$ cat src/hdl/flrh_pkg.sv
// ----------------------------------------------------------------------------
// flrh_pkg
// Types and constants shared by the framed link receiver blocks.
// ----------------------------------------------------------------------------
package flrh_pkg;

	localparam int unsigned QUEUE_DEPTH = 4;
	localparam int unsigned QPTR_W      = 2;
	localparam int unsigned STEP_W      = 4;
	localparam logic [7:0]  SYNC_LEN    = 8'd4;

	typedef enum logic [2:0] {
		REG_MAGIC    = 3'd0,
		REG_SYNC     = 3'd1,
		REG_SYNC_ACK = 3'd2,
		REG_BEAT     = 3'd3,
		REG_BEAT_ACK = 3'd4,
		REG_REV      = 3'd5,
		REG_INTERVAL = 3'd6,
		REG_MAX_MISS = 3'd7
	} reg_idx_t;

	typedef enum logic [1:0] {
		PH_HUNT    = 2'd0,
		PH_HEADER  = 2'd1,
		PH_PAYLOAD = 2'd2
	} phase_t;

	typedef enum logic [1:0] {
		KIND_PAYLOAD = 2'd0,
		KIND_EMPTY   = 2'd1,
		KIND_TX      = 2'd2,
		KIND_DISC    = 2'd3
	} kind_t;

	typedef enum logic [2:0] {
		CMD_PAYLOAD = 3'd0,
		CMD_EMPTY   = 3'd1,
		CMD_DISC    = 3'd2,
		CMD_SYNC    = 3'd3,
		CMD_BEAT    = 3'd4
	} cmd_kind_t;

	typedef struct packed {
		logic [31:0] magic_value;
		logic [7:0]  sync_code;
		logic [7:0]  sync_ack_code;
		logic [7:0]  heartbeat_code;
		logic [7:0]  heartbeat_ack_code;
		logic [31:0] revision_word;
		logic [15:0] heartbeat_interval_ms;
		logic [7:0]  max_missed;
	} cfg_t;

	typedef struct packed {
		cmd_kind_t   cmd;
		logic [7:0]  msg_type;
		logic [7:0]  data;
		logic [15:0] index;
		logic        last;
	} cmd_t;

	typedef struct packed {
		kind_t       kind;
		logic [7:0]  msg_type;
		logic [7:0]  data;
		logic [15:0] index;
		logic        last;
	} res_t;

	// byte i of a word, counted from the least significant byte
	function automatic logic [7:0] sel_byte(input logic [31:0] w, input logic [1:0] i);
		return w[{i, 3'b000} +: 8];
	endfunction

endpackage

$ cat src/hdl/framed_link_receiver_with_heartbeat_core.sv
// ----------------------------------------------------------------------------
// framed_link_receiver_with_heartbeat_core
// Sync-word framed receiver with link supervision and heartbeat transmit.
// ----------------------------------------------------------------------------
// Each received byte (op 0) gives at most one result; a supervise request
// (op 1) may yield up to SYNC_BYTES+7 transmit results, which leave at one
// per cycle while out_stall is low. The front part takes a request every
// cycle while its four-entry command queue has room; the output register
// drains the queue, so a long transmit run stalls input only once the queue
// fills. Configuration is read live by both parts.
module framed_link_receiver_with_heartbeat_core
	import flrh_pkg::*;
#(
	parameter int unsigned SYNC_BYTES = 4
) (
	input  logic        clk,
	input  logic        arst_n,
	input  logic        psel,
	input  logic        penable,
	input  logic        pwrite,
	input  logic [4:0]  paddr,
	input  logic [31:0] pwdata,
	output logic [31:0] prdata,
	output logic        pready,
	input  logic        in_valid,
	output logic        in_stall,
	input  logic        op,
	input  logic [7:0]  rx_byte,
	input  logic [31:0] now_ms,
	output logic        out_valid,
	input  logic        out_stall,
	output logic [1:0]  kind,
	output logic [7:0]  msg_type,
	output logic [7:0]  data_byte,
	output logic [15:0] byte_index,
	output logic        last
);

	cfg_t cfg;
	logic push, q_full, pop, head_valid;
	cmd_t push_cmd, head_cmd;

	flrh_cfg u_cfg (
		.clk    (clk),
		.arst_n (arst_n),
		.psel   (psel),
		.penable(penable),
		.pwrite (pwrite),
		.paddr  (paddr),
		.pwdata (pwdata),
		.prdata (prdata),
		.pready (pready),
		.cfg    (cfg)
	);

	flrh_front #(.SYNC_BYTES(SYNC_BYTES)) u_front (
		.clk     (clk),
		.arst_n  (arst_n),
		.cfg     (cfg),
		.in_valid(in_valid),
		.in_stall(in_stall),
		.op      (op),
		.rx_byte (rx_byte),
		.now_ms  (now_ms),
		.q_full  (q_full),
		.push    (push),
		.push_cmd(push_cmd)
	);

	flrh_queue u_queue (
		.clk       (clk),
		.arst_n    (arst_n),
		.push      (push),
		.push_cmd  (push_cmd),
		.full      (q_full),
		.pop       (pop),
		.head_valid(head_valid),
		.head_cmd  (head_cmd)
	);

	flrh_back #(.SYNC_BYTES(SYNC_BYTES)) u_back (
		.clk       (clk),
		.arst_n    (arst_n),
		.cfg       (cfg),
		.head_valid(head_valid),
		.head_cmd  (head_cmd),
		.pop       (pop),
		.out_valid (out_valid),
		.out_stall (out_stall),
		.kind      (kind),
		.msg_type  (msg_type),
		.data_byte (data_byte),
		.byte_index(byte_index),
		.last      (last)
	);

endmodule

$ cat src/hdl/flrh_cfg.sv
// ----------------------------------------------------------------------------
// flrh_cfg
// APB register file holding the link configuration.
// ----------------------------------------------------------------------------
module flrh_cfg
	import flrh_pkg::*;
(
	input  logic        clk,
	input  logic        arst_n,
	input  logic        psel,
	input  logic        penable,
	input  logic        pwrite,
	input  logic [4:0]  paddr,
	input  logic [31:0] pwdata,
	output logic [31:0] prdata,
	output logic        pready,
	output cfg_t        cfg
);

	cfg_t     cfg_q;
	reg_idx_t idx;
	logic     wr;

	assign pready = 1'b1;
	assign idx    = reg_idx_t'(paddr[4:2]);
	assign wr     = psel && penable && pwrite;
	assign cfg    = cfg_q;

	always_ff @(posedge clk or negedge arst_n) begin
		if (!arst_n) begin
			cfg_q.magic_value           <= 32'd0;
			cfg_q.sync_code             <= 8'd0;
			cfg_q.sync_ack_code         <= 8'd1;
			cfg_q.heartbeat_code        <= 8'd2;
			cfg_q.heartbeat_ack_code    <= 8'd3;
			cfg_q.revision_word         <= 32'd0;
			cfg_q.heartbeat_interval_ms <= 16'd500;
			cfg_q.max_missed            <= 8'd10;
		end else if (wr) begin
			unique case (idx)
				REG_MAGIC:    cfg_q.magic_value           <= pwdata;
				REG_SYNC:     cfg_q.sync_code             <= pwdata[7:0];
				REG_SYNC_ACK: cfg_q.sync_ack_code         <= pwdata[7:0];
				REG_BEAT:     cfg_q.heartbeat_code        <= pwdata[7:0];
				REG_BEAT_ACK: cfg_q.heartbeat_ack_code    <= pwdata[7:0];
				REG_REV:      cfg_q.revision_word         <= pwdata;
				REG_INTERVAL: cfg_q.heartbeat_interval_ms <= pwdata[15:0];
				REG_MAX_MISS: cfg_q.max_missed            <= pwdata[7:0];
				default: ;
			endcase
		end
	end

	always_comb begin
		unique case (idx)
			REG_MAGIC:    prdata = cfg_q.magic_value;
			REG_SYNC:     prdata = {24'd0, cfg_q.sync_code};
			REG_SYNC_ACK: prdata = {24'd0, cfg_q.sync_ack_code};
			REG_BEAT:     prdata = {24'd0, cfg_q.heartbeat_code};
			REG_BEAT_ACK: prdata = {24'd0, cfg_q.heartbeat_ack_code};
			REG_REV:      prdata = cfg_q.revision_word;
			REG_INTERVAL: prdata = {16'd0, cfg_q.heartbeat_interval_ms};
			REG_MAX_MISS: prdata = {24'd0, cfg_q.max_missed};
			default:      prdata = 32'd0;
		endcase
	end

endmodule

$ cat src/hdl/flrh_front.sv
// ----------------------------------------------------------------------------
// flrh_front
// Accepts requests, tracks framing and link state, issues output commands.
// ----------------------------------------------------------------------------
module flrh_front
	import flrh_pkg::*;
#(
	parameter int unsigned SYNC_BYTES = 4
) (
	input  logic        clk,
	input  logic        arst_n,
	input  cfg_t        cfg,
	input  logic        in_valid,
	output logic        in_stall,
	input  logic        op,
	input  logic [7:0]  rx_byte,
	input  logic [31:0] now_ms,
	input  logic        q_full,
	output logic        push,
	output cmd_t        push_cmd
);

	localparam int unsigned MP_W = (SYNC_BYTES > 1) ? $clog2(SYNC_BYTES) : 1;
	localparam logic [MP_W-1:0] MP_LAST = MP_W'(SYNC_BYTES - 1);

	phase_t          phase_q, phase_d;
	logic [MP_W-1:0] mp_q, mp_d;
	logic [1:0]      hdr_cnt_q, hdr_cnt_d;
	logic [7:0]      type_q, type_d;
	logic [15:0]     len_q, len_d;
	logic [15:0]     pc_q, pc_d;
	logic            fwd_q, fwd_d;
	logic            link_q, link_d;
	logic [8:0]      miss_q, miss_d;
	logic [31:0]     beat_q, beat_d;

	logic        accept;
	logic        byte_in;
	logic        sup_in;
	logic [15:0] len_full;
	logic        fin;
	logic        fwd_new;
	logic        match_hit;
	logic [31:0] due;
	logic        beat_due;

	assign in_stall  = q_full;
	assign accept    = in_valid && !in_stall;
	assign byte_in   = accept && !op;
	assign sup_in    = accept && op;
	assign len_full  = {len_q[15:8], rx_byte};
	assign fin       = ({1'b0, pc_q} + 17'd1) >= {1'b0, len_q};
	assign fwd_new   = link_q || (type_q == cfg.sync_ack_code);
	assign match_hit = rx_byte == sel_byte(cfg.magic_value,
		2'(SYNC_BYTES - 1 - int'(mp_q)));
	assign due       = beat_q + {16'd0, cfg.heartbeat_interval_ms};
	assign beat_due  = (now_ms > due) || (beat_q == 32'd0);

	always_comb begin
		phase_d = phase_q;
		if (byte_in) begin
			unique case (phase_q)
				PH_HEADER: begin
					if (hdr_cnt_q == 2'd2)
						phase_d = (len_full == 16'd0) ? PH_HUNT : PH_PAYLOAD;
				end
				PH_PAYLOAD: begin
					if (fin)
						phase_d = PH_HUNT;
				end
				default: begin
					phase_d = (match_hit && mp_q == MP_LAST) ? PH_HEADER : PH_HUNT;
				end
			endcase
		end
	end

	always_comb begin
		mp_d      = mp_q;
		hdr_cnt_d = hdr_cnt_q;
		type_d    = type_q;
		len_d     = len_q;
		pc_d      = pc_q;
		fwd_d     = fwd_q;
		link_d    = link_q;
		miss_d    = miss_q;
		beat_d    = beat_q;
		push      = 1'b0;
		push_cmd  = '{cmd: CMD_PAYLOAD, msg_type: type_q, data: rx_byte,
			index: pc_q, last: fin};
		if (byte_in) begin
			unique case (phase_q)
				PH_HEADER: begin
					if (hdr_cnt_q == 2'd0) begin
						type_d    = rx_byte;
						hdr_cnt_d = 2'd1;
					end else if (hdr_cnt_q == 2'd1) begin
						len_d     = {rx_byte, 8'd0};
						hdr_cnt_d = 2'd2;
					end else begin
						len_d     = len_full;
						hdr_cnt_d = 2'd0;
						fwd_d     = fwd_new;
						pc_d      = 16'd0;
						if (len_full == 16'd0) begin
							mp_d = '0;
							if (fwd_new) begin
								push         = 1'b1;
								push_cmd.cmd = CMD_EMPTY;
								if (type_q == cfg.sync_ack_code)
									link_d = 1'b1;
								if (type_q == cfg.heartbeat_ack_code)
									miss_d = 9'd0;
							end
						end
					end
				end
				PH_PAYLOAD: begin
					push = fwd_q;
					pc_d = pc_q + 16'd1;
					if (fin) begin
						mp_d = '0;
						if (fwd_q && type_q == cfg.sync_ack_code)
							link_d = 1'b1;
						if (fwd_q && type_q == cfg.heartbeat_ack_code)
							miss_d = 9'd0;
					end
				end
				default: begin
					if (match_hit && mp_q != MP_LAST) begin
						mp_d = mp_q + MP_W'(1);
					end else begin
						mp_d = '0;
						if (match_hit)
							hdr_cnt_d = 2'd0;
					end
				end
			endcase
		end else if (sup_in) begin
			if (!link_q) begin
				push         = 1'b1;
				push_cmd.cmd = CMD_SYNC;
			end else if (miss_q > {1'b0, cfg.max_missed}) begin
				miss_d       = 9'd0;
				link_d       = 1'b0;
				push         = 1'b1;
				push_cmd.cmd = CMD_DISC;
			end else if (beat_due) begin
				push         = 1'b1;
				push_cmd.cmd = CMD_BEAT;
				beat_d       = now_ms;
				if (miss_q != 9'h1ff)
					miss_d = miss_q + 9'd1;
			end
		end
	end

	always_ff @(posedge clk or negedge arst_n) begin
		if (!arst_n) begin
			phase_q   <= PH_HUNT;
			mp_q      <= '0;
			hdr_cnt_q <= 2'd0;
			type_q    <= 8'd0;
			len_q     <= 16'd0;
			pc_q      <= 16'd0;
			fwd_q     <= 1'b0;
			link_q    <= 1'b0;
			miss_q    <= 9'd0;
			beat_q    <= 32'd0;
		end else begin
			phase_q   <= phase_d;
			mp_q      <= mp_d;
			hdr_cnt_q <= hdr_cnt_d;
			type_q    <= type_d;
			len_q     <= len_d;
			pc_q      <= pc_d;
			fwd_q     <= fwd_d;
			link_q    <= link_d;
			miss_q    <= miss_d;
			beat_q    <= beat_d;
		end
	end

endmodule

$ cat src/hdl/flrh_queue.sv
// ----------------------------------------------------------------------------
// flrh_queue
// Short command queue between the front and back parts.
// ----------------------------------------------------------------------------
module flrh_queue
	import flrh_pkg::*;
(
	input  logic clk,
	input  logic arst_n,
	input  logic push,
	input  cmd_t push_cmd,
	output logic full,
	input  logic pop,
	output logic head_valid,
	output cmd_t head_cmd
);

	cmd_t              mem_q [QUEUE_DEPTH];
	logic [QPTR_W-1:0] wr_q, rd_q;
	logic [QPTR_W:0]   cnt_q;

	assign full       = cnt_q == (QPTR_W + 1)'(QUEUE_DEPTH);
	assign head_valid = cnt_q != '0;
	assign head_cmd   = mem_q[rd_q];

	always_ff @(posedge clk) begin
		if (push)
			mem_q[wr_q] <= push_cmd;
	end

	always_ff @(posedge clk or negedge arst_n) begin
		if (!arst_n) begin
			wr_q  <= '0;
			rd_q  <= '0;
			cnt_q <= '0;
		end else begin
			if (push)
				wr_q <= wr_q + QPTR_W'(1);
			if (pop)
				rd_q <= rd_q + QPTR_W'(1);
			if (push && !pop)
				cnt_q <= cnt_q + (QPTR_W + 1)'(1);
			else if (pop && !push)
				cnt_q <= cnt_q - (QPTR_W + 1)'(1);
		end
	end

endmodule

$ cat src/hdl/flrh_back.sv
// ----------------------------------------------------------------------------
// flrh_back
// Expands queued commands into result requests behind an output register.
// ----------------------------------------------------------------------------
module flrh_back
	import flrh_pkg::*;
#(
	parameter int unsigned SYNC_BYTES = 4
) (
	input  logic        clk,
	input  logic        arst_n,
	input  cfg_t        cfg,
	input  logic        head_valid,
	input  cmd_t        head_cmd,
	output logic        pop,
	output logic        out_valid,
	input  logic        out_stall,
	output logic [1:0]  kind,
	output logic [7:0]  msg_type,
	output logic [7:0]  data_byte,
	output logic [15:0] byte_index,
	output logic        last
);

	localparam logic [STEP_W-1:0] S_CODE     = STEP_W'(SYNC_BYTES);
	localparam logic [STEP_W-1:0] S_LEN_HI   = STEP_W'(SYNC_BYTES + 1);
	localparam logic [STEP_W-1:0] S_LEN_LO   = STEP_W'(SYNC_BYTES + 2);
	localparam logic [STEP_W-1:0] S_SYNC_END = STEP_W'(SYNC_BYTES + 6);

	logic [STEP_W-1:0] step_q;
	logic              out_valid_q;
	res_t              res_q;
	res_t              res;
	logic              done;
	logic              load;
	logic [7:0]        word_byte;

	assign load      = !out_valid_q || !out_stall;
	assign pop       = head_valid && load && done;
	assign word_byte = sel_byte(cfg.magic_value, 2'(SYNC_BYTES - 1 - int'(step_q)));

	always_comb begin
		res  = '{kind: KIND_TX, msg_type: 8'd0, data: 8'd0, index: 16'd0, last: 1'b0};
		done = 1'b1;
		unique case (head_cmd.cmd)
			CMD_PAYLOAD: begin
				res.kind     = KIND_PAYLOAD;
				res.msg_type = head_cmd.msg_type;
				res.data     = head_cmd.data;
				res.index    = head_cmd.index;
				res.last     = head_cmd.last;
			end
			CMD_EMPTY: begin
				res.kind     = KIND_EMPTY;
				res.msg_type = head_cmd.msg_type;
				res.last     = 1'b1;
			end
			CMD_DISC: begin
				res.kind = KIND_DISC;
				res.last = 1'b1;
			end
			CMD_SYNC: begin
				done     = step_q == S_SYNC_END;
				res.last = done;
				if (step_q < S_CODE)
					res.data = word_byte;
				else if (step_q == S_CODE)
					res.data = cfg.sync_code;
				else if (step_q == S_LEN_HI)
					res.data = 8'd0;
				else if (step_q == S_LEN_LO)
					res.data = SYNC_LEN;
				else
					res.data = sel_byte(cfg.revision_word,
						2'(SYNC_BYTES + 6 - int'(step_q)));
			end
			CMD_BEAT: begin
				done     = step_q == S_LEN_LO;
				res.last = done;
				if (step_q < S_CODE)
					res.data = word_byte;
				else if (step_q == S_CODE)
					res.data = cfg.heartbeat_code;
			end
			default: ;
		endcase
	end

	always_ff @(posedge clk) begin
		if (load && head_valid)
			res_q <= res;
	end

	always_ff @(posedge clk or negedge arst_n) begin
		if (!arst_n) begin
			out_valid_q <= 1'b0;
			step_q      <= '0;
		end else if (load) begin
			out_valid_q <= head_valid;
			if (head_valid)
				step_q <= done ? '0 : step_q + STEP_W'(1);
		end
	end

	assign out_valid  = out_valid_q;
	assign kind       = res_q.kind;
	assign msg_type   = res_q.msg_type;
	assign data_byte  = res_q.data;
	assign byte_index = res_q.index;
	assign last       = res_q.last;

endmodule

$ cat config.mk
export PLATFORM = sky130hd
export DESIGN_NAME = framed_link_receiver_with_heartbeat_core
export DESIGN_NICKNAME = d
export VERILOG_FILES = /design/src/hdl/flrh_pkg.sv /design/src/hdl/framed_link_receiver_with_heartbeat_core.sv /design/src/hdl/flrh_cfg.sv /design/src/hdl/flrh_front.sv /design/src/hdl/flrh_queue.sv /design/src/hdl/flrh_back.sv
export SDC_FILE = /design/constraint.sdc
export NUM_CORES = 1
export LEC_CHECK = 0
export ABC_CLOCK_PERIOD_IN_PS = 5300
export BUFFER_PORTS_ARGS = -buffer_cell sky130_fd_sc_hd__buf_2
export CAP_MARGIN = 20
export CORE_UTILIZATION = 40
export CTS_CLUSTER_DIAMETER = 80
export CTS_CLUSTER_SIZE = 20
export DETAILED_ROUTE_END_ITERATION = 8
export GPL_TIMING_DRIVEN = 1
export MAX_ROUTING_LAYER = met4
export SETUP_SLACK_MARGIN = 0.2
export SLEW_MARGIN = 20
export SYNTH_ARGS = -nofsm -noshare
export SYNTH_HDL_FRONTEND = slang
export SYNTH_SLANG_ARGS = --single-unit
$ cat constraint.sdc
create_clock -name clk -period 5.3 [get_ports clk]
set_input_delay 0.53 -clock clk [delete_from_list [all_inputs] [get_ports clk]]
set_output_delay 0.53 -clock clk [all_outputs]
set_load 0.01 [all_outputs]
==> out/qor.csv <==
stage;metric;value;unit
status;outcome;completed;
critical_path;flop-to-flop setup slack;450;ps
power;pwr dens;481;nW/um2
layout;Nets;1906;
critical_path;Worst setup EP type;flip-flop;
detailed_routing;Vias;13483;
synthesis;Mapped Cells;1567;
place;PortBufs;151;
detailed_routing;Iter 0 DRT Violations;924;
power;Comb pwr share;36.6;%
clock_network;CTS tree;done;
synthesis;top cell type's share of synthesized area;26.5;%
timing;fin crit share;91.5;%
floorplanning;die width;227;um
clock_network;H-tree depth;1;
detailed_routing;vias per cell;5.55;
global_routing;All-Layer GR Usage;20.7;%
timing;fin crit period;4850;ps
critical_path;CP Class;flip-flop to flip-flop;
place;Placed Instances;2353;
timing;Hold Vio Cnt, Final;0;
power;Worst VDD drop;0.000337;V
critical_path;Critical R2R Launch;u_cfg.cfg[8];
timing;Max-slew headroom;31.7;%
floorplanning;die height;227;um
detailed_routing;final wirelength;51200;um
synthesis;count leader, synth;dfrtp_1;
synthesis;Avg Inst Size Synth;12.9;um2
critical_path;Critical Path Max Stage Delay;400;ps
critical_path;Slowest cell on crit path;dfrtp_1;
critical_path;start point of the critical path;u_cfg.cfg[8];
power;Lkg Pwr;9.37;nW
timing;Final setup viols;0;
flow_run;maxcap violations;0;
critical_path;CP Buf/Inv Count;8;
synthesis;Netlist cell types;77;
synthesis;area leader, netlist;edfxtp_1;
hold_path;min-delay worst type;input port to flip-flop;
floorplanning;initial core utilization;40.5;%
clock_network;clk buf depth;3;
layout;fill count;4668;
global_routing;GR Overflow Total;0;
synthesis;register area share after synthesis;53.9;%
power;clock share of power;20.3;%
clock_network;clock root buffer;clkbuf_16;
global_routing;vias in the first global route;13882;
place;Placed Instance Area;21900;um2
timing;worst slew pin tran;1010;ps
power;Net Sw Frac;35.9;%
critical_path;Worst path depth;23;
layout;fin cells;2431;
global_routing;first-pass GRT wire length;79700;um
place;pre-CTS setup slack;-92.5;ps
floorplanning;Die Area;51600;um2
synthesis;Async S/R FF share, synth;55.3;%
critical_path;CP top delay family;compound AO/OA/AOI/OAI gates;
synthesis;Commonest cells post-synth;209 x dfrtp_1, 179 x edfxtp_1, 159 x mux2_2;
critical_path;arrival time at the worst endpoint;5130;ps
critical_path;crit-path cells;ha_4 > inv_2 > fa_2 > inv_1 > a21o_1 > a211oi_4 > or2_2 > o21a_1 > o21ai_0 > xnor2_1 > ha_1 > nand4_1 > buf_4 > a2111o_1 > a31oi_4 > nor2_4 > o211ai_1 > buf_4 > buf_4 > buf_4 > buf_4 > and2_2 > buf_12;
synthesis;synth top area cells;edfxtp_1 27%, dfrtp_1 26%, mux2_2 8.8%;
place;DPL Wire Length;36300;um
global_routing;pin count of the biggest net entering global routing;74;
synthesis;synthesis-stage register bit count;400;
synthesis;Post-synth EDFFs;179;
detailed_routing;Residual DRC;0;
power;internal power;7.15;mW
clock_network;Clock Pin Slew Worst Setup and Hold Paths;80;ps
detailed_routing;drt wl/cell;21.1;um
detailed_routing;post-route ant nets;0;
timing;RSZ-0062 raised after global routing;no;
timing;setup ws final;449;ps
clock_network;Skew-Pair Late Insertion Delay;600;ps
layout;share of post-route cells with drive strength above 1;30.3;%
floorplanning;I/O pins;155;
floorplanning;core area;50100;um2
place;GP Congestion;0.901;
layout;Area Growth Syn to Fin;14.2;%
layout;post-route design area;23200;um2
critical_path;CP max FO;36;
clock_network;Num CTS Buffers;29;
global_routing;initial antenna violation count;5;
synthesis;Post-Syn Nets;1741;
power;Net Sw Power;4.00;mW
critical_path;Most common cell on crit path;buf_4;
critical_path;R2R Path End;u_queue.mem_q[2][0];
timing;Worst Skew;33.3;ps
timing;Pins Over Slew Limit;0;
timing;max frequency;0.206;GHz
synthesis;Cell Area, Synth;20300;um2
clock_network;# clock sinks;400;
floorplanning;Core Rows;82;
synthesis;warnings from Yosys;0;
detailed_routing;Pre-Repair DR Iteration Count;5;
synthesis;Post-synth top flop;dfrtp_1;
critical_path;Reg2Reg Depth;23;
critical_path;CP endpoint;u_queue.mem_q[2][0];
power;part of the power in registers;43.1;%
critical_path;worst endpoint required time;5580;ps
critical_path;CP startpoint kind;flip-flop;
==> metrics by stage <==
| step | hold WS (ps) | setup TNS, ps | utilization, % | power [mW] |
|---|---|---|---|---|
| floorplan | 234 | 0 | - | 7.44 |
| global route | 172 | 0 | 46.3 | 11.9 |
| detailed placement | 488 | -116 | 43.7 | 8.75 |
| finish | 158 | 0 | 46.3 | 11.1 |
| global placement | 471 | -11.2 | 43.7 | 8.63 |
| CTS | 135 | 0 | 45.8 | 11.1 |
==> final cells by class <==
| type | instances | area (um2) | area share (%) |
|---|---|---|---|
| Timing Repair Buffer | 199 | 1190 | 5.14 |
| Sequential cell | 400 | 10900 | 47.2 |
| Multi-Input combinational cell | 1032 | 8980 | 38.8 |
| Clock inverter | 13 | 156 | 0.675 |
| Inverter | 70 | 263 | 1.13 |
| Clock buffer | 40 | 787 | 3.40 |
| Antenna cell | 5 | 12.5 | 0.0540 |
| Tap cell | 672 | 841 | 3.63 |
==> flip-flops by register name, indices dropped and copies added (netlist names) <==
| register | cells |
|---|---|
| u_back.byte_index | 16 |
| u_back.data_byte | 8 |
| u_back.kind | 2 |
| u_back.last | 1 |
| u_back.msg_type | 8 |
| u_back.out_valid | 1 |
| u_back.step_q | 4 |
| u_cfg.cfg | 120 |
| u_front.beat_q | 32 |
| u_front.fwd_q | 1 |
| u_front.hdr_cnt_q | 2 |
| u_front.len_q | 16 |
| u_front.link_q | 1 |
| u_front.miss_q | 9 |
| u_front.mp_q | 2 |
| u_front.pc_q | 16 |
| u_front.phase_q | 2 |
| u_front.type_q | 8 |
| u_queue.cnt_q | 3 |
| u_queue.mem_q | 144 |
| u_queue.rd_q | 2 |
| u_queue.wr_q | 2 |
==> power by group through the flow <==
stage          logic, mW  registers [mW]  clock network, mW
4_1_cts             3.97            4.80               2.33
5_1_grt             4.51            4.91               2.44
6_report            4.08            4.80               2.27
3_5_place_dp        3.88            4.86                  0
2_1_floorplan       2.84            4.60                  0
3_3_place_gp        3.81            4.82                  0
==> logic make-up (layout without fill, tap and decap cells) <==
group / count (synthesis) / in the layout / share of synthesized area (%)
muxes: 232 / 232 / 16.2
AOI/OAI and AO/OA: 285 / 285 / 9.53
other: 1 / 6 / 0.0185
buffers and inverters: 135 / 322 / 2.72
xor gates and xnor gates: 75 / 75 / 3.24
DFF: 400 / 400 / 53.9
adders and majority gates: 89 / 89 / 5.57
and+or+nand+nor: 350 / 350 / 8.84
==> worst min path at each step <==
| stage | start | endpoint | cells after the start |
|---|---|---|---|
| floorplan | arst_n | u_back.out_valid | 0 |
| global placement | u_queue.cnt_q[2] | u_queue.cnt_q[2] | 1 |
| detailed placement | u_front.len_q[2] | u_front.len_q[2] | 1 |
| CTS | out_stall | u_back.out_valid | 3 |
| global route | pwdata[18] | u_cfg.cfg[42] | 2 |
| finish | out_stall | u_back.out_valid | 3 |
==> what timing repair did <==
item	4_1_cts	5_1_grt
hold buffers	1	0
pin swaps	3	22
endpoints found under the setup margin	178	179
gates resized for setup	8	25
setup buffers	2	17
hold endpoints to repair	63	0
==> tightest hold or removal path, cell delays in order <==
cell and delay, ps:
buf_2 100, nand2_1 50, nand2_1 50
==> placed cells by master, fill, tap and decap left out, drive strengths merged, types with 21 or more instances in the layout <==
cell,instances
ha,87
edfxtp,179
mux2,162
xnor2,34
a21oi,58
buf,198
mux4,61
nand4,21
dfrtp,209
o21ai,66
clkbuf,40
nand3,39
a22o,47
xor2,41
nand2,101
inv,75
nor2b,32
nor2,59
nor4,22
==> metal layers <==
metal	vias to the layer above	GRT usage, %	share of wire [%]
met3	63	3.60	5.6
met1	6845	26.9	44
met4	0	5.09	2.2
met5	-	-	0
met2	326	33.7	49
li1	6249	-	-
(Power assumes the default switching activity.)
